### config.mk
export PLATFORM = sky130hd
export DESIGN_NAME = two_list_page_aging_flat
export DESIGN_NICKNAME = d
export VERILOG_FILES = /design/src/hdl/tlpa_pkg.sv /design/src/hdl/tlpa_if.sv /design/src/hdl/tlpa_regs.sv /design/src/hdl/tlpa_core.sv /design/src/hdl/two_list_page_aging.sv /design/src/flat_wrapper.sv
export SDC_FILE = /design/constraint.sdc
export NUM_CORES = 2
export LEC_CHECK = 0
export BUFFER_PORTS_ARGS = -buffer_cell sky130_fd_sc_hd__buf_2
export CAP_MARGIN = 20
export CORE_MARGIN = 5
export CORE_UTILIZATION = 57
export CTS_CLUSTER_SIZE = 24
export DETAILED_ROUTE_END_ITERATION = 6
export GPL_TIMING_DRIVEN = 0
export HOLD_SLACK_MARGIN = 0.03
export PLACE_DENSITY_LB_ADDON = 0.15
export SETUP_SLACK_MARGIN = 0.3
export SLEW_MARGIN = 25
export SYNTH_ARGS = -nofsm -noshare
export SYNTH_HDL_FRONTEND = slang
export SYNTH_SLANG_ARGS = --single-unit
export TNS_END_PERCENT = 30
### constraint.sdc
create_clock -name clk_i -period 11.75 [get_ports clk_i]
set_input_delay 0.5875 -clock clk_i [delete_from_list [all_inputs] [get_ports clk_i]]
set_output_delay 0.5875 -clock clk_i [all_outputs]
set_load 0.05 [all_outputs]
### src/hdl/tlpa_pkg.sv
package tlpa_pkg;

  localparam int PAGES_DEF = 64;
  localparam int MAX_RES   = 64;

  localparam logic [6:0] LIMIT_RST = 7'd44;
  localparam logic [6:0] MOVE_RST  = 7'd12;

  // Register word index taken from paddr[2].
  localparam logic REG_ACTIVE_LIMIT = 1'b0;
  localparam logic REG_MOVE_COUNT   = 1'b1;

  localparam logic CMD_ACCESS = 1'b0;
  localparam logic CMD_SCAN   = 1'b1;

  typedef struct packed {
    logic [6:0] active_limit;
    logic [6:0] move_count;
  } cfg_t;

  typedef struct packed {
    logic       command;
    logic [5:0] page_id;
  } in_word_t;

  typedef struct packed {
    logic [5:0]  page_id_res;
    logic [15:0] hit_count;
    logic [6:0]  active_size;
    logic [6:0]  moved;
    logic        none_referenced;
    logic        last;
  } res_word_t;

endpackage

### src/hdl/tlpa_if.sv
interface tlpa_in_if;
  logic       valid;
  logic       ready;
  logic       command;
  logic [5:0] page_id;

  modport source (output valid, output command, output page_id, input ready);
  modport sink (input valid, input command, input page_id, output ready);
endinterface

interface tlpa_out_if;
  logic        valid;
  logic        ready;
  logic [5:0]  page_id_res;
  logic [15:0] hit_count;
  logic [6:0]  active_size;
  logic [6:0]  moved;
  logic        none_referenced;
  logic        last;

  modport source (output valid, output page_id_res, output hit_count, output active_size,
                  output moved, output none_referenced, output last, input ready);
  modport sink (input valid, input page_id_res, input hit_count, input active_size,
                input moved, input none_referenced, input last, output ready);
endinterface

### src/hdl/tlpa_regs.sv
module tlpa_regs (
  input  logic          clk_i,
  input  logic          rst_ni,
  input  logic          psel_i,
  input  logic          penable_i,
  input  logic          pwrite_i,
  input  logic [2:0]    paddr_i,
  input  logic [31:0]   pwdata_i,
  output logic [31:0]   prdata_o,
  output logic          pready_o,
  output tlpa_pkg::cfg_t cfg_o
);
  import tlpa_pkg::*;

  cfg_t cfg_q, cfg_d;
  logic wr_en;

  assign pready_o = 1'b1;
  assign wr_en    = psel_i && penable_i && pwrite_i;

  always_comb begin
    cfg_d = cfg_q;
    if (wr_en) begin
      unique case (paddr_i[2])
        REG_ACTIVE_LIMIT: cfg_d.active_limit = pwdata_i[6:0];
        REG_MOVE_COUNT:   cfg_d.move_count   = pwdata_i[6:0];
        default:          cfg_d = cfg_q;
      endcase
    end
  end

  always_comb begin
    unique case (paddr_i[2])
      REG_ACTIVE_LIMIT: prdata_o = {25'd0, cfg_q.active_limit};
      REG_MOVE_COUNT:   prdata_o = {25'd0, cfg_q.move_count};
      default:          prdata_o = 32'd0;
    endcase
  end

  always_ff @(posedge clk_i or negedge rst_ni) begin
    if (!rst_ni) begin
      cfg_q.active_limit <= LIMIT_RST;
      cfg_q.move_count   <= MOVE_RST;
    end else begin
      cfg_q <= cfg_d;
    end
  end

  assign cfg_o = cfg_q;

endmodule

### src/hdl/tlpa_core.sv
module tlpa_core #(
  parameter int PAGES = tlpa_pkg::PAGES_DEF
) (
  input  logic                clk_i,
  input  logic                rst_ni,
  input  tlpa_pkg::cfg_t      cfg_i,
  input  logic                in_valid_i,
  output logic                in_ready_o,
  input  tlpa_pkg::in_word_t  in_word_i,
  output logic                out_valid_o,
  input  logic                out_ready_i,
  output tlpa_pkg::res_word_t out_word_o
);
  import tlpa_pkg::*;

  localparam int IW = (PAGES > 1) ? $clog2(PAGES) : 1;
  localparam int LW = $clog2(PAGES + 1);
  localparam int CW = LW + 8;
  localparam logic [LW-1:0] NIL = LW'(PAGES);

  typedef enum logic [10:0] {
    ST_IDLE     = 11'b00000000001,
    ST_INIT     = 11'b00000000010,
    ST_WALK     = 11'b00000000100,
    ST_APP_NIL  = 11'b00000001000,
    ST_APP_LINK = 11'b00000010000,
    ST_DEM_CHK  = 11'b00000100000,
    ST_DEM_RD   = 11'b00001000000,
    ST_DEM_UPD  = 11'b00010000000,
    ST_RESULT   = 11'b00100000000,
    ST_SCAN     = 11'b01000000000,
    ST_SCAN_END = 11'b10000000000
  } state_e;

  function automatic logic is_nil(input logic [LW-1:0] v);
    return v >= NIL;
  endfunction

  function automatic logic [IW-1:0] idx(input logic [LW-1:0] v);
    return (v < NIL) ? IW'(v) : '0;
  endfunction

  // Link and hit count stores, one shared read address.
  logic [LW-1:0] link_mem [PAGES];
  logic [15:0]   hit_mem  [PAGES];
  logic [LW-1:0] link_rd_q;
  logic [15:0]   hit_rd_q;
  logic [IW-1:0] rd_addr, lk_wa, hit_wa;
  logic [LW-1:0] lk_wd;
  logic [15:0]   hit_wd, hit_inc;
  logic          lk_we, hit_we;

  state_e        state_q, state_d;
  logic [LW-1:0] cur_q, cur_d, prev_q, prev_d, guard_q, guard_d, init_q, init_d;
  logic [LW-1:0] ah_q, ah_d, at_q, at_d, ih_q, ih_d, it_q, it_d, total_q, total_d;
  logic [5:0]    pg_q, pg_d;
  logic          from_act_q, from_act_d;
  logic [6:0]    mv_q, mv_d, n_q, n_d;
  logic [PAGES-1:0] in_act_q, in_act_d, ref_q, ref_d;
  logic          pend_valid_q, pend_valid_d, out_valid_q, out_valid_d;
  res_word_t     pend_q, pend_d, out_q, out_d;
  logic          out_free;
  logic [LW-1:0] pg_link, in_cur;

  always_ff @(posedge clk_i) begin
    if (lk_we) link_mem[lk_wa] <= lk_wd;
    link_rd_q <= link_mem[rd_addr];
  end

  always_ff @(posedge clk_i) begin
    if (hit_we) hit_mem[hit_wa] <= hit_wd;
    hit_rd_q <= hit_mem[rd_addr];
  end

  assign out_free   = !out_valid_q || out_ready_i;
  assign in_ready_o = (state_q == ST_IDLE);
  assign hit_inc    = (hit_rd_q == 16'hFFFF) ? hit_rd_q : hit_rd_q + 16'd1;
  assign pg_link    = LW'(pg_q);
  assign in_cur     = in_act_q[IW'(in_word_i.page_id)] ? ah_q : ih_q;

  always_comb begin
    state_d      = state_q;
    cur_d        = cur_q;
    prev_d       = prev_q;
    guard_d      = guard_q;
    init_d       = init_q;
    ah_d         = ah_q;
    at_d         = at_q;
    ih_d         = ih_q;
    it_d         = it_q;
    total_d      = total_q;
    pg_d         = pg_q;
    from_act_d   = from_act_q;
    mv_d         = mv_q;
    n_d          = n_q;
    in_act_d     = in_act_q;
    ref_d        = ref_q;
    pend_valid_d = pend_valid_q;
    pend_d       = pend_q;
    out_valid_d  = out_valid_q && !out_ready_i;
    out_d        = out_q;
    rd_addr      = idx(cur_q);
    lk_we        = 1'b0;
    lk_wa        = idx(cur_q);
    lk_wd        = NIL;
    hit_we       = 1'b0;
    hit_wa       = idx(cur_q);
    hit_wd       = hit_inc;

    unique case (state_q)
      ST_INIT: begin
        lk_we  = 1'b1;
        lk_wa  = idx(init_q);
        lk_wd  = init_q + LW'(1);
        hit_we = 1'b1;
        hit_wa = idx(init_q);
        hit_wd = 16'd0;
        init_d = init_q + LW'(1);
        if (init_q == NIL - LW'(1)) state_d = ST_IDLE;
      end
      ST_IDLE: begin
        if (in_valid_i) begin
          pg_d    = in_word_i.page_id;
          guard_d = '0;
          prev_d  = NIL;
          mv_d    = '0;
          n_d     = '0;
          if (in_word_i.command == CMD_SCAN) begin
            cur_d   = ah_q;
            rd_addr = idx(ah_q);
            state_d = ST_SCAN;
          end else if (CW'(in_word_i.page_id) < CW'(PAGES)) begin
            from_act_d = in_act_q[IW'(in_word_i.page_id)];
            cur_d      = in_cur;
            rd_addr    = idx(in_cur);
            state_d    = ST_WALK;
          end else begin
            state_d = ST_DEM_CHK;
          end
        end
      end
      ST_WALK: begin
        if (is_nil(cur_q) || guard_q == NIL) begin
          state_d = ST_DEM_CHK;
        end else if (CW'(cur_q) == CW'(pg_q)) begin
          // Splice the page out of its list.
          if (!is_nil(prev_q)) begin
            lk_we = 1'b1;
            lk_wa = idx(prev_q);
            lk_wd = link_rd_q;
          end
          if (from_act_q) begin
            if (is_nil(prev_q)) ah_d = link_rd_q;
            if (at_q == cur_q) at_d = prev_q;
            if (total_q != '0) total_d = total_q - LW'(1);
          end else begin
            if (is_nil(prev_q)) ih_d = link_rd_q;
            if (it_q == cur_q) it_d = prev_q;
          end
          state_d = ST_APP_NIL;
        end else begin
          prev_d  = cur_q;
          cur_d   = link_rd_q;
          guard_d = guard_q + LW'(1);
          rd_addr = idx(link_rd_q);
        end
      end
      ST_APP_NIL: begin
        lk_we = 1'b1;
        lk_wa = idx(pg_link);
        lk_wd = NIL;
        ref_d[idx(pg_link)]    = 1'b1;
        in_act_d[idx(pg_link)] = 1'b1;
        total_d = total_q + LW'(1);
        if (is_nil(ah_q) || is_nil(at_q)) begin
          ah_d    = pg_link;
          at_d    = pg_link;
          state_d = ST_DEM_CHK;
        end else begin
          state_d = ST_APP_LINK;
        end
      end
      ST_APP_LINK: begin
        lk_we   = 1'b1;
        lk_wa   = idx(at_q);
        lk_wd   = pg_link;
        at_d    = pg_link;
        state_d = ST_DEM_CHK;
      end
      ST_DEM_CHK: begin
        state_d = (CW'(total_q) > CW'(cfg_i.active_limit)) ? ST_DEM_RD : ST_RESULT;
      end
      ST_DEM_RD: begin
        if (mv_q < cfg_i.move_count && !is_nil(ah_q)) begin
          rd_addr = idx(ah_q);
          cur_d   = ah_q;
          in_act_d[idx(ah_q)] = 1'b0;
          if (total_q != '0) total_d = total_q - LW'(1);
          mv_d = mv_q + 7'd1;
          if (is_nil(ih_q) || is_nil(it_q)) begin
            ih_d = ah_q;
          end else begin
            lk_we = 1'b1;
            lk_wa = idx(it_q);
            lk_wd = ah_q;
          end
          it_d    = ah_q;
          state_d = ST_DEM_UPD;
        end else begin
          state_d = ST_RESULT;
        end
      end
      ST_DEM_UPD: begin
        if (is_nil(link_rd_q)) begin
          ah_d = NIL;
          at_d = NIL;
        end else begin
          ah_d = link_rd_q;
        end
        lk_we   = 1'b1;
        lk_wa   = idx(cur_q);
        lk_wd   = NIL;
        state_d = ST_DEM_RD;
      end
      ST_RESULT: begin
        if (out_free) begin
          out_valid_d = 1'b1;
          out_d       = '{page_id_res: pg_q, hit_count: 16'd0, active_size: 7'(total_q),
                          moved: mv_q, none_referenced: 1'b0, last: 1'b1};
          state_d     = ST_IDLE;
        end
      end
      ST_SCAN: begin
        if (is_nil(cur_q) || guard_q == NIL || n_q == 7'(MAX_RES)) begin
          state_d = ST_SCAN_END;
        end else if (!ref_q[idx(cur_q)] || !pend_valid_q || out_free) begin
          if (ref_q[idx(cur_q)]) begin
            if (pend_valid_q) begin
              out_valid_d = 1'b1;
              out_d       = pend_q;
            end
            hit_we              = 1'b1;
            ref_d[idx(cur_q)]   = 1'b0;
            pend_valid_d        = 1'b1;
            pend_d              = '{page_id_res: 6'(cur_q), hit_count: hit_inc,
                                    active_size: 7'(total_q), moved: 7'd0,
                                    none_referenced: 1'b0, last: 1'b0};
            n_d                 = n_q + 7'd1;
          end
          cur_d   = link_rd_q;
          guard_d = guard_q + LW'(1);
          rd_addr = idx(link_rd_q);
        end
      end
      ST_SCAN_END: begin
        if (out_free) begin
          out_valid_d = 1'b1;
          if (pend_valid_q) begin
            out_d        = pend_q;
            out_d.last   = 1'b1;
            pend_valid_d = 1'b0;
          end else begin
            out_d = '{page_id_res: 6'd0, hit_count: 16'd0, active_size: 7'(total_q),
                      moved: 7'd0, none_referenced: 1'b1, last: 1'b1};
          end
          state_d = ST_IDLE;
        end
      end
      default: state_d = ST_IDLE;
    endcase
  end

  always_ff @(posedge clk_i or negedge rst_ni) begin
    if (!rst_ni) begin
      state_q      <= ST_INIT;
      init_q       <= '0;
      ah_q         <= NIL;
      at_q         <= NIL;
      ih_q         <= '0;
      it_q         <= NIL - LW'(1);
      total_q      <= '0;
      in_act_q     <= '0;
      ref_q        <= '0;
      pend_valid_q <= 1'b0;
      out_valid_q  <= 1'b0;
    end else begin
      state_q      <= state_d;
      init_q       <= init_d;
      ah_q         <= ah_d;
      at_q         <= at_d;
      ih_q         <= ih_d;
      it_q         <= it_d;
      total_q      <= total_d;
      in_act_q     <= in_act_d;
      ref_q        <= ref_d;
      pend_valid_q <= pend_valid_d;
      out_valid_q  <= out_valid_d;
    end
  end

  always_ff @(posedge clk_i) begin
    cur_q      <= cur_d;
    prev_q     <= prev_d;
    guard_q    <= guard_d;
    pg_q       <= pg_d;
    from_act_q <= from_act_d;
    mv_q       <= mv_d;
    n_q        <= n_d;
    pend_q     <= pend_d;
    out_q      <= out_d;
  end

  assign out_valid_o = out_valid_q;
  assign out_word_o  = out_q;

endmodule

### src/hdl/two_list_page_aging.sv
// Two-list page aging: active / inactive LRU lists of PAGES pages.
// Input channel in_if carries one word per command: an access (command 0)
// moves page_id to the active tail and demotes up to move_count pages from
// the active head once the active size passes active_limit; a scan
// (command 1) reports every referenced active page with its new hit count.
// Output channel out_if gives one word per access and one to 64 per scan;
// last marks the final word of a command.
// An access walks the page's list, appends it and demotes; a scan walks the
// active list. The walk over the link memory takes one entry per cycle
// through its single read port, while no stalled output word holds a scan;
// one command is in work at a time.
// Reset empties the active list and clears all bits, then an init sweep writes
// the inactive chain and zero hit counts; in_if.ready stays low meanwhile.
// A stalled receiver holds the output word; a scan then waits on the next
// referenced page, and a new command is taken while the last word waits.
// Registers over APB: 0x0 active_limit, 0x4 move_count (7 bits each).
module two_list_page_aging #(
  parameter int PAGES = tlpa_pkg::PAGES_DEF
) (
  input  logic        clk_i,
  input  logic        rst_ni,
  tlpa_in_if.sink     in_if,
  tlpa_out_if.source  out_if,
  input  logic        psel,
  input  logic        penable,
  input  logic        pwrite,
  input  logic [2:0]  paddr,
  input  logic [31:0] pwdata,
  output logic [31:0] prdata,
  output logic        pready
);
  import tlpa_pkg::*;

  cfg_t      cfg;
  in_word_t  in_word;
  res_word_t res_word;
  logic      in_ready;

  // Pack the incoming word for the engine.
  assign in_word.command = in_if.command;
  assign in_word.page_id = in_if.page_id;
  assign in_if.ready     = in_ready;

  // Unpack the result word onto the output channel.
  assign out_if.page_id_res     = res_word.page_id_res;
  assign out_if.hit_count       = res_word.hit_count;
  assign out_if.active_size     = res_word.active_size;
  assign out_if.moved           = res_word.moved;
  assign out_if.none_referenced = res_word.none_referenced;
  assign out_if.last            = res_word.last;

  tlpa_regs u_regs (
    .clk_i     (clk_i),
    .rst_ni    (rst_ni),
    .psel_i    (psel),
    .penable_i (penable),
    .pwrite_i  (pwrite),
    .paddr_i   (paddr),
    .pwdata_i  (pwdata),
    .prdata_o  (prdata),
    .pready_o  (pready),
    .cfg_o     (cfg)
  );

  tlpa_core #(.PAGES(PAGES)) u_core (
    .clk_i       (clk_i),
    .rst_ni      (rst_ni),
    .cfg_i       (cfg),
    .in_valid_i  (in_if.valid),
    .in_ready_o  (in_ready),
    .in_word_i   (in_word),
    .out_valid_o (out_if.valid),
    .out_ready_i (out_if.ready),
    .out_word_o  (res_word)
  );

endmodule

### src/flat_wrapper.sv
// flat-port wrapper written by rule: the top's interface ports become plain ports
module two_list_page_aging_flat import tlpa_pkg::*;
#(
  parameter int PAGES = tlpa_pkg::PAGES_DEF
)
  (clk_i, rst_ni, psel, penable, pwrite, paddr, pwdata, prdata, pready, in_if_valid, in_if_command, in_if_page_id, in_if_ready, out_if_valid, out_if_page_id_res, out_if_hit_count, out_if_active_size, out_if_moved, out_if_none_referenced, out_if_last, out_if_ready);
  tlpa_in_if in_if_i ();
  tlpa_out_if out_if_i ();
  input  logic clk_i;
  input  logic rst_ni;
  input  logic psel;
  input  logic penable;
  input  logic pwrite;
  input  logic [2:0] paddr;
  input  logic [31:0] pwdata;
  output logic [31:0] prdata;
  output logic pready;
  input wire logic [$bits(in_if_i.valid)-1:0] in_if_valid;
  input wire logic [$bits(in_if_i.command)-1:0] in_if_command;
  input wire logic [$bits(in_if_i.page_id)-1:0] in_if_page_id;
  output wire logic [$bits(in_if_i.ready)-1:0] in_if_ready;
  output wire logic [$bits(out_if_i.valid)-1:0] out_if_valid;
  output wire logic [$bits(out_if_i.page_id_res)-1:0] out_if_page_id_res;
  output wire logic [$bits(out_if_i.hit_count)-1:0] out_if_hit_count;
  output wire logic [$bits(out_if_i.active_size)-1:0] out_if_active_size;
  output wire logic [$bits(out_if_i.moved)-1:0] out_if_moved;
  output wire logic [$bits(out_if_i.none_referenced)-1:0] out_if_none_referenced;
  output wire logic [$bits(out_if_i.last)-1:0] out_if_last;
  input wire logic [$bits(out_if_i.ready)-1:0] out_if_ready;
  assign in_if_i.valid = in_if_valid;
  assign in_if_i.command = in_if_command;
  assign in_if_i.page_id = in_if_page_id;
  assign in_if_ready = in_if_i.ready;
  assign out_if_valid = out_if_i.valid;
  assign out_if_page_id_res = out_if_i.page_id_res;
  assign out_if_hit_count = out_if_i.hit_count;
  assign out_if_active_size = out_if_i.active_size;
  assign out_if_moved = out_if_i.moved;
  assign out_if_none_referenced = out_if_i.none_referenced;
  assign out_if_last = out_if_i.last;
  assign out_if_i.ready = out_if_ready;
  two_list_page_aging #(.PAGES(PAGES)) u_core (.clk_i(clk_i), .rst_ni(rst_ni), .in_if(in_if_i), .out_if(out_if_i), .psel(psel), .penable(penable), .pwrite(pwrite), .paddr(paddr), .pwdata(pwdata), .prdata(prdata), .pready(pready));
endmodule
### Word-level counts from Yosys, hierarchy flattened

Memory sizes are Yosys's and may differ from the RTL's. A register that Yosys moved wholly into a read port is not among the register bits.
Cells that the tools add are included.

| storage, ports and cells | value |
|---|---|
| bits in registers | 306 |
| latch bits | 0 |
| RAM bits | 1472 |
| memory bits (read-only) | 0 |
| memories kept | 2 |

| cells by class | value |
|---|---|
| add/subtract/negate cells | 7 |
| $mul | 0 |
| div/mod/pow operators | 0 |
| $lt $le $gt $ge | 25 |
| equality and inequality tests | 41 |
| shift-type cells | 0 |
| muxes and demuxes | 148 |
| bitwise gates (word level) | 9 |
| reduce and logical (&&, ||, !) cells | 55 |

Memories:

| memory | depth | width | rd ports | clocked after Yosys merged registers in | wr ports | RTL line | RTL |
|---|---|---|---|---|---|---|---|
| u_core.u_core.hit_mem | 64 | 16 | 1 | 1 | 1 | tlpa_core.sv:45 | `logic [15:0] hit_mem [PAGES];` |
| u_core.u_core.link_mem | 64 | 7 | 1 | 1 | 1 | tlpa_core.sv:44 | `logic [LW-1:0] link_mem [PAGES];` |

Operators with widths:

| operator | number |
|---|---|
| two-way mux 7 bit | 50 |
| two-way mux 38 bit | 7 |
| two-way mux 64 bit | 4 |
| case mux 64 bit (2 select lines) | 2 |
| two-way mux 6 bit | 23 |
| AND 64 bit | 2 |
| NOT 64 bit | 2 |
| OR 64 bit | 2 |
| case mux 38 bit (3 select lines) | 1 |
| case mux 11 bit (10 select lines) | 1 |
| case mux 7 bit (4 select lines) | 3 |
| case mux 7 bit (2 select lines) | 5 |
| two-way mux 11 bit | 6 |
| case mux 32 bit (2 select lines) | 1 |
| case mux 7 bit (3 select lines) | 3 |
| < comparator 7 bit, second input constant | 8 |
| greater-or-equal comparator 7 bit, second input constant | 7 |
| != test 2 bit, second input constant | 21 |
| adder 7 x 1 -> 7 bit, second input constant | 5 |
| < comparator 6 x 7 -> 1 bit, second input constant | 5 |
| two-way mux 16 bit | 2 |
| case mux 6 bit (5 select lines) | 1 |
| AND reduction 7 bit | 4 |
| two-way mux 1 bit | 26 |
| 45 further kinds | 94 |

### Depth between registers and ports, before layout

| logic depth | value |
|---|---|
| word-level depth | 12 |
| gate-level depth with buffers | 19 |

### Modules after synthesis

Synthesis repeated with hierarchy kept, for this count alone.

| unflattened totals | value |
|---|---|
| cell total of the unflattened synthesis | 5830 |
| area, all modules | 75630.0 µm² |

Modules (own cells, without submodules):

| module | instances | cells each | area each (µm²) | sequential area each (µm²) |
|---|---|---|---|---|
| tlpa_core | 1 | 5764 | 74786.7 | 52526.6 |
| tlpa_regs | 1 | 66 | 843.3 | 356.6 |

### Worst setup path after synthesis

No wires, ideal clock.

| timing | value |
|---|---|
| kind | register -> register |
| start point | reg u_core.u_core.hit_rd_q[3], read port of u_core.u_core.hit_mem |
| end point | mem u_core.u_core.hit_mem[0][2], data pin |
| library setup time | 0.681 ns |
| data arrival time | 4.047 ns |
| required time | 11.069 ns |
| setup slack | 7.022 ns |
| cell stages (with the launch flop) | 10 |
| clock period less this slack | 4.728 ns |
| cell sequence | dfxtp_1 and3_1 and3_1 nand4_1 nor2_1 nand3_1 nor2_1 and3_1 nor2_1 nor3_1 |

| between the ends | value |
|---|---|
| word-level cells in the longest chain between the ends | 3 |

Ends and longest elaborated chain:

| what | RTL line | RTL |
|---|---|---|
| start, declared | tlpa_core.sv:47 | `logic [15:0] hit_rd_q;` |
| equality test 16 bit | tlpa_core.sv:77 | `assign hit_inc = (hit_rd_q == 16'hFFFF) ? hit_rd_q : hit_rd_q + 16'd1;` |
| two-way mux 16 bit | tlpa_core.sv:77 |  |
| two-way mux 16 bit | tlpa_core.sv:110 | `unique case (state_q)` |
| via u_core.u_core.hit_wd[2] | tlpa_core.sv:50 | `logic [15:0] hit_wd, hit_inc;` |
| end, declared | tlpa_core.sv:45 |  |

The timed path passes the listed nets, and every way through them passes these cells.

### Worst setup path in the final report

| timing | value |
|---|---|
| start point | reg u_core.u_core.state_q[7] |
| end point | reg u_core.u_core.hit_rd_q[6], read port of u_core.u_core.hit_mem |

| between the ends | value |
|---|---|
| word-level cells in the longest chain between the ends | 2 |
| elaborated cells on any way between the ends | 5 |
| classes of those cells | eq/ne: 4; mux: 1 |

Ends and longest elaborated chain:

| what | RTL line | RTL |
|---|---|---|
| start, declared | tlpa_core.sv:53 | `state_e state_q, state_d;` |
| start signal, assigned | tlpa_core.sv:287 | `state_q <= state_d;` |
| equality test 11 x 10 -> 1 bit, or another cell as far along | tlpa_core.sv:110 |  |
| case mux 6 bit (4 select lines) * | tlpa_core.sv:110 |  |

Mark *: on every way between the ends. The rest lies on a longest branch, timed or not.
A chain may end at the register's enable or synchronous reset.

==> key figures <==
Global route
  – Initial antenna violation count: 11
  – Pin count of the biggest net entering global routing: 73
  – Vias in the first global route: 46620
  – Global-route usage over all layers: 30.7%
  – First-pass GRT wire length: about 320 mm
  – GRT overflow: 0

Synthesis
  – Async SR Flop Fraction: between 10% and 20%
  – Post-Synthesis Cells: around 5400
  – Mean area per synthesized cell: roughly 14 µm²
  – Post-synth EDFFs: roughly 1600
  – Leading register cell type out of synthesis: edfxtp_1
  – Register bit count reported by yosys: about 1800
  – Mapped cell area: 75400 µm²
  – Synth warnings: 0
  – Sequential area share after synthesis: about 70%
  – Netlist cell types: 97

Critical path
  – CP bufs+invs: 4
  – CP max-delay cell: nor2_1
  – Crit start category: register
  – Crit path cell chain: nor4_2 > nand2_1 > nor2_1 > inv_1 > clkbuf_1 > or3_1 > nand4b_1 > a21oi_2 > nor2_2 > clkbuf_1 > buf_1 > a22oi_1 > a31oi_1 > and4_1 > a31o_2
  – Worst path required time: between 10000 and 15000 ps
  – Delay-heaviest family, CP: simple AND/OR/NAND/NOR gates
  – Crit path top cell by count: clkbuf_1
  – Crit Path Max Fanout: 10
  – Setup crit end kind: register
  – Critical path class: register to register
  – Reg2reg setup slack: roughly 4800 ps
  – Slowest stage delay, CP: about 700 ps
  – Worst Path Arrival: 7680 ps

STA
  – Post-layout min period: ~7000 ps
  – Worst Skew: slightly above 30 ps
  – Hold Slack: roughly 69 ps
  – Final setup violation count: 0
  – Final hold vios: 0
  – Fin Setup TNS: 0 ps
  – Fin crit share: 59.3%
  – Fmax: 144 MHz
  – Slew Limit Fails: 0
  – Worst-Margin Slew: 1140 ps
  – Slew headroom: between 20% and 30%
  – RSZ-0062 raised after global routing: false

Clock network
  – Cts hold-fix bufs: 10
  – Post-CTS setup buffers: 0
  – Clock root cell: clkbuf_16
  – Num CTS Buffers: 180
  – Post-cts gate resize count: 0
  – Worst-Skew Late Latency: 810 ps
  – Max clock buf depth: 3
  – CTS sink cnt: around 1800
  – CTS tree: yes
  – H-tree Lvls: 4
  – Worst-path clk slew: 60 ps

Route
  – Drt wl/cell: 28.5 µm
  – DRC errors left: 0
  – Via count: 48416
  – Routed Antenna Nets: 0
  – Post-DR vias/cell: about 6.3
  – Initial detailed-routing violation count: between 6000 and 7000
  – Total Wirelength: between 200 and 250 mm
  – Drt first pass iters: 7

Placement
  – HPWL after DPL: around 160 mm
  – IO Port Bufs: between 60 and 70
  – Placed inst area: 79400 µm²
  – Placed Cells incl. Taps: ~7300
  – RePlAce Congestion: between 1 and 1.5

Floorplanning
  – Core footprint: around 130000 µm²
  – IO Count: approximately 120
  – Rows: ~130
  – Initial Util: roughly 57%
  – Die W: ~370 µm
  – Die height: roughly 370 µm
  – Die footprint: 140000 µm²

Run status
  – Run status: completed

Run
  – Max Cap Viol: 0

Layout
  – Final Instance Area: between 80000 and 90000 µm²
  – Final std cells w/o fill: ~7600
  – Final net count: 5819
  – Area growth syn-to-layout: 12.8%
  – Layout cell share with drive strength beyond 1: between 15 and 20%

Worst hold path
  – Worst min-delay path category: primary input to register
layer usage:
metal  GRT usage [%]  vias to the layer above  wire [µm]
met4            13.1                        2      10200
met3            6.26                      431      22400
met1            43.4                    24136      86800
met5               0                        -          7
li1                -                    21160          -
met2            47.1                     2687      98800
kinds of logic after synthesis:
logic type / count (synthesis) / share of synthesized area (%)
AO/OA/AOI/OAI: 932 / 8.50
XOR/XNOR: 66 / 0.766
adder cells (fa/ha/maj): 26 / 0.441
buffers and inverters: 384 / 2.35
flip-flops: 1801 / 70.1
multiplexers: 547 / 7.77
other: 2 / 0.00996
AND/OR/NAND/NOR: 1639 / 10.1
cell usage in the layout (no fill, tap or decap), types with 112 or more instances in the layout:
master / instances
a21oi_1: 112
buf_2: 161
clkbuf_1: 232
clkbuf_16: 181
dfrtp_1: 183
edfxtp_1: 1581
mux2_2: 173
mux2i_1: 360
nand2_1: 740
nand3_1: 286
nor2_1: 183
o21ai_0: 300
layout make-up:
class	count	area, µm²
clock inverters	82	702
multi-input cells	3236	21200
well taps	1755	2200
repair buffers	141	1450
plain buffers	338	1600
clock buffers	245	4790
fillers	9608	46400
diodes	4	10.0
inverters	46	173
flip-flops and latches	1801	52900
cells in the mapped netlist (60+ instances only):
| library cell | count | area (µm²) |
|---|---|---|
| a22oi_1 | 63 | 473 |
| clkbuf_1 | 170 | 638 |
| mux2_2 | 173 | 1950 |
| mux2i_1 | 360 | 3600 |
| nand2_1 | 744 | 2790 |
| nor2_1 | 247 | 927 |
| dfrtp_1 | 183 | 4580 |
| a21oi_1 | 113 | 566 |
| buf_2 | 93 | 465 |
| edfxtp_1 | 1581 | 47500 |
| nand3_1 | 286 | 1430 |
| and3_1 | 60 | 375 |
| o21ai_0 | 300 | 1500 |
final timing paths:
| check | startpoint | to | depth (start not counted) |
|---|---|---|---|
| setup reg to reg | u_core.u_core.state_q[7] | u_core.u_core.hit_rd_q[6] | 15 |
| max in group asynchronous | rst_ni | u_core.u_core.state_q[1] | 4 |
| hold / removal | in_if_page_id[2] | u_core.u_core.pg_q[2] | 1 |
| setup / recovery | u_core.u_core.state_q[7] | u_core.u_core.hit_rd_q[6] | 15 |
| hold reg to reg | u_core.u_core.cur_q[4] | u_core.u_core.pend_q[36] | 0 |
| min in group asynchronous | rst_ni | u_core.u_core.in_act_q[39] | 2 |
flip-flops by register name, indices dropped and copies added (netlist names), 6 cells and up:
register	count
u_core.u_core.ah_q	7
u_core.u_core.out_word_o	38
u_core.u_core.init_q	7
u_core.u_core.cur_q	7
u_core.u_core.mv_q	7
u_core.u_core.ih_q	7
u_core.u_core.ref_q	64
u_core.u_regs.cfg_o	14
u_core.u_core.pg_q	6
u_core.u_core.hit_mem	1024
u_core.u_core.n_q	7
u_core.u_core.in_act_q	64
u_core.u_core.it_q	7
u_core.u_core.link_rd_q	7
u_core.u_core.prev_q	7
u_core.u_core.total_q	7
u_core.u_core.pend_q	29
u_core.u_core.guard_q	7
u_core.u_core.link_mem	448
u_core.u_core.at_q	7
u_core.u_core.hit_rd_q	16
u_core.u_core.state_q	11
worst reg2reg max path: stages, from the launching register on:
cell,delay [ps]
dfrtp_1,450
nor4_2,640
nand2_1,250
nor2_1,700
inv_1,150
clkbuf_1,370
or3_1,460
nand4b_1,410
a21oi_2,220
nor2_2,400
clkbuf_1,670
buf_1,540
a22oi_1,200
a31oi_1,460
and4_1,660
a31o_2,290
through the flow:
stage                     setup slack, ps  utilization (%)
after global routing                 4540             64.7
after detailed placement             4810             60.4
after floorplan                      7020                -
after CTS                            5040             64.7
final                                4780             64.7
after global placement               2920             59.4
Power is not shown: default switching activity piles up to over one toggle a cycle in this logic, so the estimate is an artifact.
